### config.mk
export PLATFORM = sky130hd
export DESIGN_NAME = stereo_decorrelation_mode_select
export DESIGN_NICKNAME = d
export VERILOG_FILES = /design/src/design/sdms_pkg.sv /design/src/design/stereo_decorrelation_mode_select.sv /design/src/design/sdms_front.sv /design/src/design/sdms_queue.sv /design/src/design/sdms_back.sv
export SDC_FILE = /design/constraint.sdc
export NUM_CORES = 2
export LEC_CHECK = 0
export BUFFER_PORTS_ARGS = -buffer_cell sky130_fd_sc_hd__clkbuf_2
export CAP_MARGIN = 10
export CORE_UTILIZATION = 49
export DETAILED_ROUTE_END_ITERATION = 7
export PLACE_DENSITY = 0.6
export SYNTH_ARGS = -nofsm -noshare
export SYNTH_HDL_FRONTEND = slang
export SYNTH_SLANG_ARGS = --single-unit
### constraint.sdc
create_clock -name i_clk -period 26 [get_ports i_clk]
set_clock_uncertainty 0.2 [all_clocks]
set_input_delay 5.2 -clock i_clk [delete_from_list [all_inputs] [get_ports i_clk]]
set_output_delay 5.2 -clock i_clk [all_outputs]
set_load 0.02 [all_outputs]
### src/design/sdms_pkg.sv
// ----------------------------------------------------------------------------
// sdms_pkg
// Shared types and constants for the stereo decorrelation mode selector.
// ----------------------------------------------------------------------------
`timescale 1ns / 1ps
`default_nettype none

package sdms_pkg;

    localparam int SAMPLE_W   = 32;             // channel sample width
    localparam int MAG_W      = SAMPLE_W;       // |L|, |R|, |mid|
    localparam int SIDE_MAG_W = SAMPLE_W + 1;   // |L - R|
    localparam int INC_W      = SAMPLE_W + 2;   // per-pair cost of one mode
    localparam int SUM_W      = 50;             // running cost sum
    localparam int NUM_MODES  = 4;
    localparam int MODE_W     = 2;

    localparam logic [SUM_W-1:0] SUM_MAX = '1;

    localparam int QUEUE_DEPTH = 4;
    localparam int QPTR_W      = $clog2(QUEUE_DEPTH);
    localparam int QCNT_W      = QPTR_W + 1;

    typedef enum logic [MODE_W-1:0] {
        MODE_INDEPENDENT = 2'd0,
        MODE_LEFT_SIDE   = 2'd1,
        MODE_RIGHT_SIDE  = 2'd2,
        MODE_MID_SIDE    = 2'd3
    } t_mode;

    // Per-pair cost of each mode plus the end-of-block mark
    typedef struct packed {
        logic [NUM_MODES-1:0][INC_W-1:0] inc;
        logic                            last;
    } t_incr;

endpackage

`default_nettype wire

### src/design/stereo_decorrelation_mode_select.sv
// ----------------------------------------------------------------------------
// stereo_decorrelation_mode_select
// Picks the cheapest stereo decorrelation mode for each block of sample pairs.
// ----------------------------------------------------------------------------
//
//  channel   dir  handshake                  payload
//  --------  ---  -------------------------  --------------------------------
//  s_axis    in   s_axis_tvalid/tready       tdata: left, right; tlast: end
//  m_axis    out  m_axis_tvalid/tready       tdata: best_mode
//
//  One pair per cycle sustained while m_axis takes results. A pair passes the
//  front's magnitude stage, then its mode-cost stage, then waits in a 4-entry
//  queue; the back folds one pair per cycle into four 50-bit saturating sums.
//  A block's result goes to the snapshot, then to the result register on
//  m_axis. Reset is synchronous, active low, and clears sums and all valid
//  flags. A stalled m_axis holds the result register, then the snapshot; the
//  queue and front stages fill behind the next last pair; s_axis_tready drops.
// ----------------------------------------------------------------------------
`timescale 1ns / 1ps
`default_nettype none

module stereo_decorrelation_mode_select (
    input  wire logic        i_clk,
    input  wire logic        i_rst_n,
    input  wire logic        s_axis_tvalid,
    output logic             s_axis_tready,
    input  wire logic [63:0] s_axis_tdata,   // [31:0] left_sample, [63:32] right_sample
    input  wire logic        s_axis_tlast,   // last_sample
    output logic             m_axis_tvalid,
    input  wire logic        m_axis_tready,
    output logic [7:0]       m_axis_tdata    // [1:0] best_mode, [7:2] zero
);
    import sdms_pkg::*;

    logic              front_vld, front_rdy;
    t_incr             front_incr;
    logic              q_vld, q_rdy;
    t_incr             q_incr;
    logic [QCNT_W-1:0] q_count;
    logic              snap_vld;
    t_mode             best_mode;

    sdms_front u_front (
        .i_clk   (i_clk),
        .i_rst_n (i_rst_n),
        .i_vld   (s_axis_tvalid),
        .o_rdy   (s_axis_tready),
        .i_left  (s_axis_tdata[SAMPLE_W-1:0]),
        .i_right (s_axis_tdata[2*SAMPLE_W-1:SAMPLE_W]),
        .i_last  (s_axis_tlast),
        .o_vld   (front_vld),
        .i_rdy   (front_rdy),
        .o_incr  (front_incr)
    );

    sdms_queue u_queue (
        .i_clk   (i_clk),
        .i_rst_n (i_rst_n),
        .i_vld   (front_vld),
        .o_rdy   (front_rdy),
        .i_data  (front_incr),
        .o_vld   (q_vld),
        .i_rdy   (q_rdy),
        .o_data  (q_incr),
        .o_count (q_count)
    );

    sdms_back u_back (
        .i_clk      (i_clk),
        .i_rst_n    (i_rst_n),
        .i_vld      (q_vld),
        .o_rdy      (q_rdy),
        .i_incr     (q_incr),
        .o_snap_vld (snap_vld),
        .o_vld      (m_axis_tvalid),
        .i_rdy      (m_axis_tready),
        .o_mode     (best_mode)
    );

    assign m_axis_tdata = {{(8 - MODE_W){1'b0}}, best_mode};

    // Queue occupancy stays within its depth
    a_queue_bound: assert property (@(posedge i_clk) disable iff (!i_rst_n)
        q_count <= QCNT_W'(QUEUE_DEPTH))
        else $error("queue count above depth");

    // Input backpressure only arises from a full queue
    a_ready_cause: assert property (@(posedge i_clk) disable iff (!i_rst_n)
        !s_axis_tready |-> (q_count == QCNT_W'(QUEUE_DEPTH)))
        else $error("s_axis_tready low with room in queue");

    // A new result is always preceded by a judged snapshot
    a_result_src: assert property (@(posedge i_clk) disable iff (!i_rst_n)
        $rose(m_axis_tvalid) |-> $past(snap_vld))
        else $error("result without snapshot");

endmodule

`default_nettype wire

### src/design/sdms_front.sv
// ----------------------------------------------------------------------------
// sdms_front
// Accepts sample pairs, forms magnitudes, then the per-mode costs.
// ----------------------------------------------------------------------------
`timescale 1ns / 1ps
`default_nettype none

module sdms_front (
    input  wire logic                           i_clk,
    input  wire logic                           i_rst_n,
    input  wire logic                           i_vld,
    output logic                                o_rdy,
    input  wire logic [sdms_pkg::SAMPLE_W-1:0]  i_left,
    input  wire logic [sdms_pkg::SAMPLE_W-1:0]  i_right,
    input  wire logic                           i_last,
    output logic                                o_vld,
    input  wire logic                           i_rdy,
    output sdms_pkg::t_incr                     o_incr
);
    import sdms_pkg::*;

    // stage 1: magnitudes
    logic                  r_s1_vld;
    logic [MAG_W-1:0]      r_mag_l, r_mag_r, r_mag_m;
    logic [SIDE_MAG_W-1:0] r_mag_s;
    logic                  r_s1_last;
    // stage 2: per-mode costs
    logic                  r_s2_vld;
    t_incr                 r_incr;

    logic                  s1_adv, s2_adv;
    logic [SAMPLE_W:0]     l_ext, r_ext, side, side_neg, total, l_neg, r_neg, mid_neg;
    logic [SAMPLE_W-1:0]   mid;
    logic [MAG_W-1:0]      n_mag_l, n_mag_r, n_mag_m;
    logic [SIDE_MAG_W-1:0] n_mag_s;

    assign s2_adv = !r_s2_vld || i_rdy;
    assign s1_adv = !r_s1_vld || s2_adv;
    assign o_rdy  = s1_adv;
    assign o_vld  = r_s2_vld;
    assign o_incr = r_incr;

    always_comb begin
        l_ext    = {i_left[SAMPLE_W-1], i_left};
        r_ext    = {i_right[SAMPLE_W-1], i_right};
        l_neg    = -l_ext;
        r_neg    = -r_ext;
        side     = l_ext - r_ext;
        side_neg = r_ext - l_ext;
        total    = l_ext + r_ext;
        mid      = total[SAMPLE_W:1];           // floor via arithmetic shift
        mid_neg  = -{mid[SAMPLE_W-1], mid};
        n_mag_l  = i_left[SAMPLE_W-1]  ? l_neg[MAG_W-1:0] : i_left;
        n_mag_r  = i_right[SAMPLE_W-1] ? r_neg[MAG_W-1:0] : i_right;
        n_mag_s  = side[SAMPLE_W]      ? side_neg : side;
        n_mag_m  = mid[SAMPLE_W-1]     ? mid_neg[MAG_W-1:0] : mid;
    end

    always_ff @(posedge i_clk) begin
        if (!i_rst_n) begin
            r_s1_vld <= 1'b0;
            r_s2_vld <= 1'b0;
        end else begin
            if (s1_adv) begin
                r_s1_vld <= i_vld;
            end
            if (s2_adv) begin
                r_s2_vld <= r_s1_vld;
            end
        end
    end

    always_ff @(posedge i_clk) begin
        if (s1_adv && i_vld) begin
            r_mag_l   <= n_mag_l;
            r_mag_r   <= n_mag_r;
            r_mag_s   <= n_mag_s;
            r_mag_m   <= n_mag_m;
            r_s1_last <= i_last;
        end
        if (s2_adv && r_s1_vld) begin
            r_incr.inc[MODE_INDEPENDENT] <= INC_W'(r_mag_l) + INC_W'(r_mag_r);
            r_incr.inc[MODE_LEFT_SIDE]   <= INC_W'(r_mag_l) + INC_W'(r_mag_s);
            r_incr.inc[MODE_RIGHT_SIDE]  <= INC_W'(r_mag_s) + INC_W'(r_mag_r);
            r_incr.inc[MODE_MID_SIDE]    <= INC_W'(r_mag_m) + INC_W'(r_mag_s);
            r_incr.last                  <= r_s1_last;
        end
    end

endmodule

`default_nettype wire

### src/design/sdms_queue.sv
// ----------------------------------------------------------------------------
// sdms_queue
// Short FIFO of per-mode costs between the front and the back.
// ----------------------------------------------------------------------------
`timescale 1ns / 1ps
`default_nettype none

module sdms_queue (
    input  wire logic                       i_clk,
    input  wire logic                       i_rst_n,
    input  wire logic                       i_vld,
    output logic                            o_rdy,
    input  sdms_pkg::t_incr                 i_data,
    output logic                            o_vld,
    input  wire logic                       i_rdy,
    output sdms_pkg::t_incr                 o_data,
    output logic [sdms_pkg::QCNT_W-1:0]     o_count
);
    import sdms_pkg::*;

    t_incr             r_mem [QUEUE_DEPTH];
    logic [QPTR_W-1:0] r_wr_ptr, r_rd_ptr;
    logic [QCNT_W-1:0] r_count;
    logic              push, pop;

    assign o_rdy   = (r_count != QCNT_W'(QUEUE_DEPTH));
    assign o_vld   = (r_count != '0);
    assign o_data  = r_mem[r_rd_ptr];
    assign o_count = r_count;
    assign push    = i_vld && o_rdy;
    assign pop     = i_rdy && o_vld;

    always_ff @(posedge i_clk) begin
        if (!i_rst_n) begin
            r_wr_ptr <= '0;
            r_rd_ptr <= '0;
            r_count  <= '0;
        end else begin
            if (push) begin
                r_wr_ptr <= (r_wr_ptr == QPTR_W'(QUEUE_DEPTH - 1)) ? '0 : r_wr_ptr + 1'b1;
            end
            if (pop) begin
                r_rd_ptr <= (r_rd_ptr == QPTR_W'(QUEUE_DEPTH - 1)) ? '0 : r_rd_ptr + 1'b1;
            end
            if (push && !pop) begin
                r_count <= r_count + 1'b1;
            end else if (pop && !push) begin
                r_count <= r_count - 1'b1;
            end
        end
    end

    always_ff @(posedge i_clk) begin
        if (push) begin
            r_mem[r_wr_ptr] <= i_data;
        end
    end

endmodule

`default_nettype wire

### src/design/sdms_back.sv
// ----------------------------------------------------------------------------
// sdms_back
// Saturating cost accumulators, end-of-block judge and result register.
// ----------------------------------------------------------------------------
`timescale 1ns / 1ps
`default_nettype none

module sdms_back (
    input  wire logic                       i_clk,
    input  wire logic                       i_rst_n,
    input  wire logic                       i_vld,
    output logic                            o_rdy,
    input  sdms_pkg::t_incr                 i_incr,
    output logic                            o_snap_vld,
    output logic                            o_vld,
    input  wire logic                       i_rdy,
    output sdms_pkg::t_mode                 o_mode
);
    import sdms_pkg::*;

    logic [SUM_W-1:0] r_sum  [NUM_MODES];
    logic [SUM_W-1:0] r_snap [NUM_MODES];
    logic [SUM_W-1:0] n_sum  [NUM_MODES];
    logic             r_snap_vld;
    logic             r_out_vld;
    t_mode            r_mode;

    logic             out_load, snap_free, pop;
    logic [SUM_W:0]   raw [NUM_MODES];
    logic             pick_b, pick_d, pick_hi;
    logic [SUM_W-1:0] min_ab, min_cd;
    t_mode            mode_ab, mode_cd, n_mode;

    assign out_load   = !r_out_vld || i_rdy;
    assign snap_free  = !r_snap_vld || out_load;
    // a last item also needs room in the snapshot
    assign pop        = i_vld && (!i_incr.last || snap_free);
    assign o_rdy      = !i_incr.last || snap_free;
    assign o_snap_vld = r_snap_vld;
    assign o_vld      = r_out_vld;
    assign o_mode     = r_mode;

    always_comb begin
        for (int i = 0; i < NUM_MODES; i++) begin
            raw[i]   = {1'b0, r_sum[i]} + (SUM_W+1)'(i_incr.inc[i]);
            n_sum[i] = raw[i][SUM_W] ? SUM_MAX : raw[i][SUM_W-1:0];
        end
    end

    // Two-level minimum; lower mode wins on equal sums
    always_comb begin
        pick_b  = r_snap[MODE_LEFT_SIDE] < r_snap[MODE_INDEPENDENT];
        pick_d  = r_snap[MODE_MID_SIDE] < r_snap[MODE_RIGHT_SIDE];
        min_ab  = pick_b ? r_snap[MODE_LEFT_SIDE] : r_snap[MODE_INDEPENDENT];
        mode_ab = pick_b ? MODE_LEFT_SIDE : MODE_INDEPENDENT;
        min_cd  = pick_d ? r_snap[MODE_MID_SIDE] : r_snap[MODE_RIGHT_SIDE];
        mode_cd = pick_d ? MODE_MID_SIDE : MODE_RIGHT_SIDE;
        pick_hi = min_cd < min_ab;
        n_mode  = pick_hi ? mode_cd : mode_ab;
    end

    always_ff @(posedge i_clk) begin
        if (!i_rst_n) begin
            for (int i = 0; i < NUM_MODES; i++) begin
                r_sum[i] <= '0;
            end
            r_snap_vld <= 1'b0;
            r_out_vld  <= 1'b0;
        end else begin
            if (pop) begin
                for (int i = 0; i < NUM_MODES; i++) begin
                    r_sum[i] <= i_incr.last ? '0 : n_sum[i];
                end
            end
            if (snap_free) begin
                r_snap_vld <= pop && i_incr.last;
            end
            if (out_load) begin
                r_out_vld <= r_snap_vld;
            end
        end
    end

    always_ff @(posedge i_clk) begin
        if (pop && i_incr.last) begin
            for (int i = 0; i < NUM_MODES; i++) begin
                r_snap[i] <= n_sum[i];
            end
        end
        if (out_load && r_snap_vld) begin
            r_mode <= n_mode;
        end
    end

endmodule

`default_nettype wire
==> impl_metrics.tcl <==
set metrics [dict create \
    status "finished, final reports clean" \
    layout-drive-gt1-share 0.104 \
    maxCapViolCount 0 \
    cts_setup_buffers 0 \
    routed_via_density 5.87 \
    cts_buffers 132 \
    hold_viol_final 0 \
    cts_sinks 1225 \
    grt_pass1_wl_um 259000 \
    ant_nets 0 \
    startpoint_type "input port" \
    setup_tns_ns 0 \
    drt-total-wl_um 171000 \
    min_path_type "flop to flop" \
    io_pins 79 \
    placed_cell_area_um2 70600 \
    seq_area_frac_synth 0.537 \
    tritoncts "done" \
    final_cell_mix "1212 x edfxtp_1, 515 x ha_1, 513 x a21oi_1" \
    arrival_ns 9.59 \
    clk_pin_slew_ns 0.06 \
    synth-async-reset-ratio 0 \
    cts_buffer_depth 3 \
    grt_pass1_vias 43400 \
    drtPass1Iterations 6 \
    htree_levels 4 \
    post_cts_resize_count 0 \
    switching_power_mw 3.48 \
    gr-usage-all-layers 0.242 \
    dieArea_um2 141000 \
    p_comb_frac 0.445 \
    ys_types 105 \
    required_ns 26.33 \
    rsz0062_at_grt "no" \
    yosysWarnings 0 \
    final_net_count 6193 \
    critical_path_class "input port to flop" \
    slew-limit-headroom 0.262 \
    synthCells 5517 \
    netlist_area_um2 68300 \
    first_iter_violations 3533 \
    period_needed_ns 9.26 \
    synth_ff_type "edfxtp_1" \
    root_buffer "clkbuf_16" \
    syn_avg_cell_area_um2 12.4 \
    crit_path_end_kind "flop" \
    dr_total_vias 43900 \
    die_h_um 375 \
    power_density_nw_per_um2 120 \
    core-area_um2 138000 \
    drc 0 \
    area_growth_pct 9.74 \
    switching_share 0.388 \
    setup_viol 0 \
    hpwl_um 127000 \
    fp-row-count 136 \
    leakagePower_nw 29.2 \
    place.gp.congestion 0.922 \
    grt_overflow 0 \
    grt_max_degree 88 \
    fin_crit_sh 0.356 \
    synth-edff-count 1212 \
    wl_per_cell_um 22.8 \
    slew_viol_final 0 \
    max_freq_mhz 108 \
    final_common_cell "edfxtp_1" \
    ff2ff_path_depth 16 \
    hold_path_depth 0 \
    clkPwrFrac 0.206 \
    worstMarginPinSlew_ns 1.11 \
    start_util 0.495 \
    internal-power_mw 5.50 \
    cp_max_fo 33 \
    clk_latency_ns 0.80 \
    ir_drop_v 0.000121 \
    io_buffers 72 \
    postCtsHoldBufs 0 \
    finalInstanceArea_um2 74900 \
    antenna_found_initial 2 \
    yosys_register_bits 1225 \
    seq_power_share 0.349 \
    fp.dieW_um 375 \
]
-- kinds of logic after synthesis --
| logic type | Yosys count | share of synthesized area |
|---|---|---|
| adder cells (fa/ha/maj) | 527 | 0.0979 |
| XOR/XNOR | 406 | 0.0521 |
| flip-flops | 1225 | 0.537 |
| other | 1 | 0.0000549 |
| AO/OA/AOI/OAI | 1402 | 0.131 |
| multiplexers | 272 | 0.0658 |
| buffers and inverters | 472 | 0.0273 |
| AND/OR/NAND/NOR | 1212 | 0.0884 |
-- flip-flops by register name, summed over array words and instances (netlist names), 3 cells and up, named ones only --
register         flops
u_front.r_mag_m     32
u_queue.o_count      3
u_back.r_sum       200
u_front.o_incr     136
u_front.r_mag_s     33
u_front.r_mag_l     32
u_queue.r_mem      544
u_front.r_mag_r     32
u_back.r_snap      200
-- per-stage QoR --
| stage | power (mW) | setup slack (ns) | util | std cells | hold WS, ns |
|---|---|---|---|---|---|
| 2_1_floorplan | 6.02 | 11.24 | - | 5522 | 0.200 |
| 3_3_place_gp | 7.10 | 16.02 | 0.512 | 7257 | 0.206 |
| 3_5_place_dp | 7.15 | 15.97 | 0.512 | 7257 | 0.234 |
| 4_1_cts | 9.03 | 16.80 | 0.543 | 7491 | 0.253 |
| 5_1_grt | 9.57 | 16.51 | 0.543 | 7491 | 0.267 |
| 6_report | 8.98 | 16.74 | 0.543 | 7492 | 0.250 |
-- power groups by stage --
stage                     Sequential, mW  Combinational, mW  Clock [mW]
after floorplan                     3.11               2.91           0
after global placement              3.16               3.94           0
after detailed placement            3.17               3.98           0
after CTS                           3.14               4.01        1.89
after global routing                3.18               4.43        1.97
final                               3.13               4.00        1.85
-- cell usage after synthesis (25+ instances only) --
| master | number | area, µm² |
|---|---|---|
| nor2_1 | 226 | 848 |
| nor2b_1 | 70 | 438 |
| clkbuf_1 | 100 | 375 |
| a211oi_1 | 25 | 188 |
| mux2_2 | 61 | 687 |
| a21oi_1 | 514 | 2570 |
| buf_1 | 32 | 120 |
| nand4_1 | 75 | 469 |
| nand3_1 | 102 | 510 |
| a31oi_1 | 59 | 369 |
| o31ai_1 | 37 | 278 |
| inv_1 | 294 | 1100 |
| a21o_1 | 233 | 1750 |
| and2_1 | 83 | 519 |
| xor2_1 | 134 | 1170 |
| nand2_1 | 374 | 1400 |
| mux4_2 | 135 | 3040 |
| o21bai_1 | 60 | 450 |
| o21ai_0 | 215 | 1080 |
| mux2i_1 | 75 | 751 |
| ha_1 | 515 | 6440 |
| xnor2_1 | 272 | 2380 |
| nor3_1 | 43 | 215 |
| o21a_1 | 52 | 390 |
| edfxtp_1 | 1212 | 36400 |
| nand2b_1 | 67 | 419 |
| and3_1 | 53 | 332 |
-- worst paths after layout --
check	start	endpoint	slack [ns]
worst max register to register	flop	u_back.r_sum[0][0]	18.98
worst min register to register	u_front.r_s1_last	u_front.o_incr[0]	0.25
worst min-delay path	u_front.r_s1_last	u_front.o_incr[0]	0.25
worst max-delay path	s_axis_tdata[0]	u_front.r_mag_s[26]	16.74
-- cell type report --
cell class              count  area [µm²]
fillers                 11600       62900
flip-flops and latches   1225       36700
multi-input cells        3825       29900
clock buffers             151        3370
well taps                1794        2240
inverters                 301        1130
clock inverters            83         942
repair buffers            112         673
diodes                      1        2.50
-- per-layer routing --
metal / GRT usage / up-vias / share of wire
met3: 0.0279 / 245 / 0.035
met4: 0.0702 / 0 / 0.026
met1: 0.342 / 21800 / 0.47
met2: 0.395 / 934 / 0.47
met5: 0 / - / 0
li1: - / 21000 / -
-- critical path, stage by stage --
cell       delay (ns)
clkbuf_2         0.15
inv_1            0.09
ha_1             0.22
fa_1             0.40
nor2b_1          0.13
o21ai_1          0.10
a21oi_1          0.19
o21ai_1          0.10
a21boi_1         0.24
o21bai_1         0.19
a2111oi_2        0.55
o211ai_2         0.36
nand2_1          0.39
buf_4            0.49
mux2i_1          0.44
o21ai_0          0.16
xor2_1           0.16
Note: power is estimated with default switching activity, not from simulation.
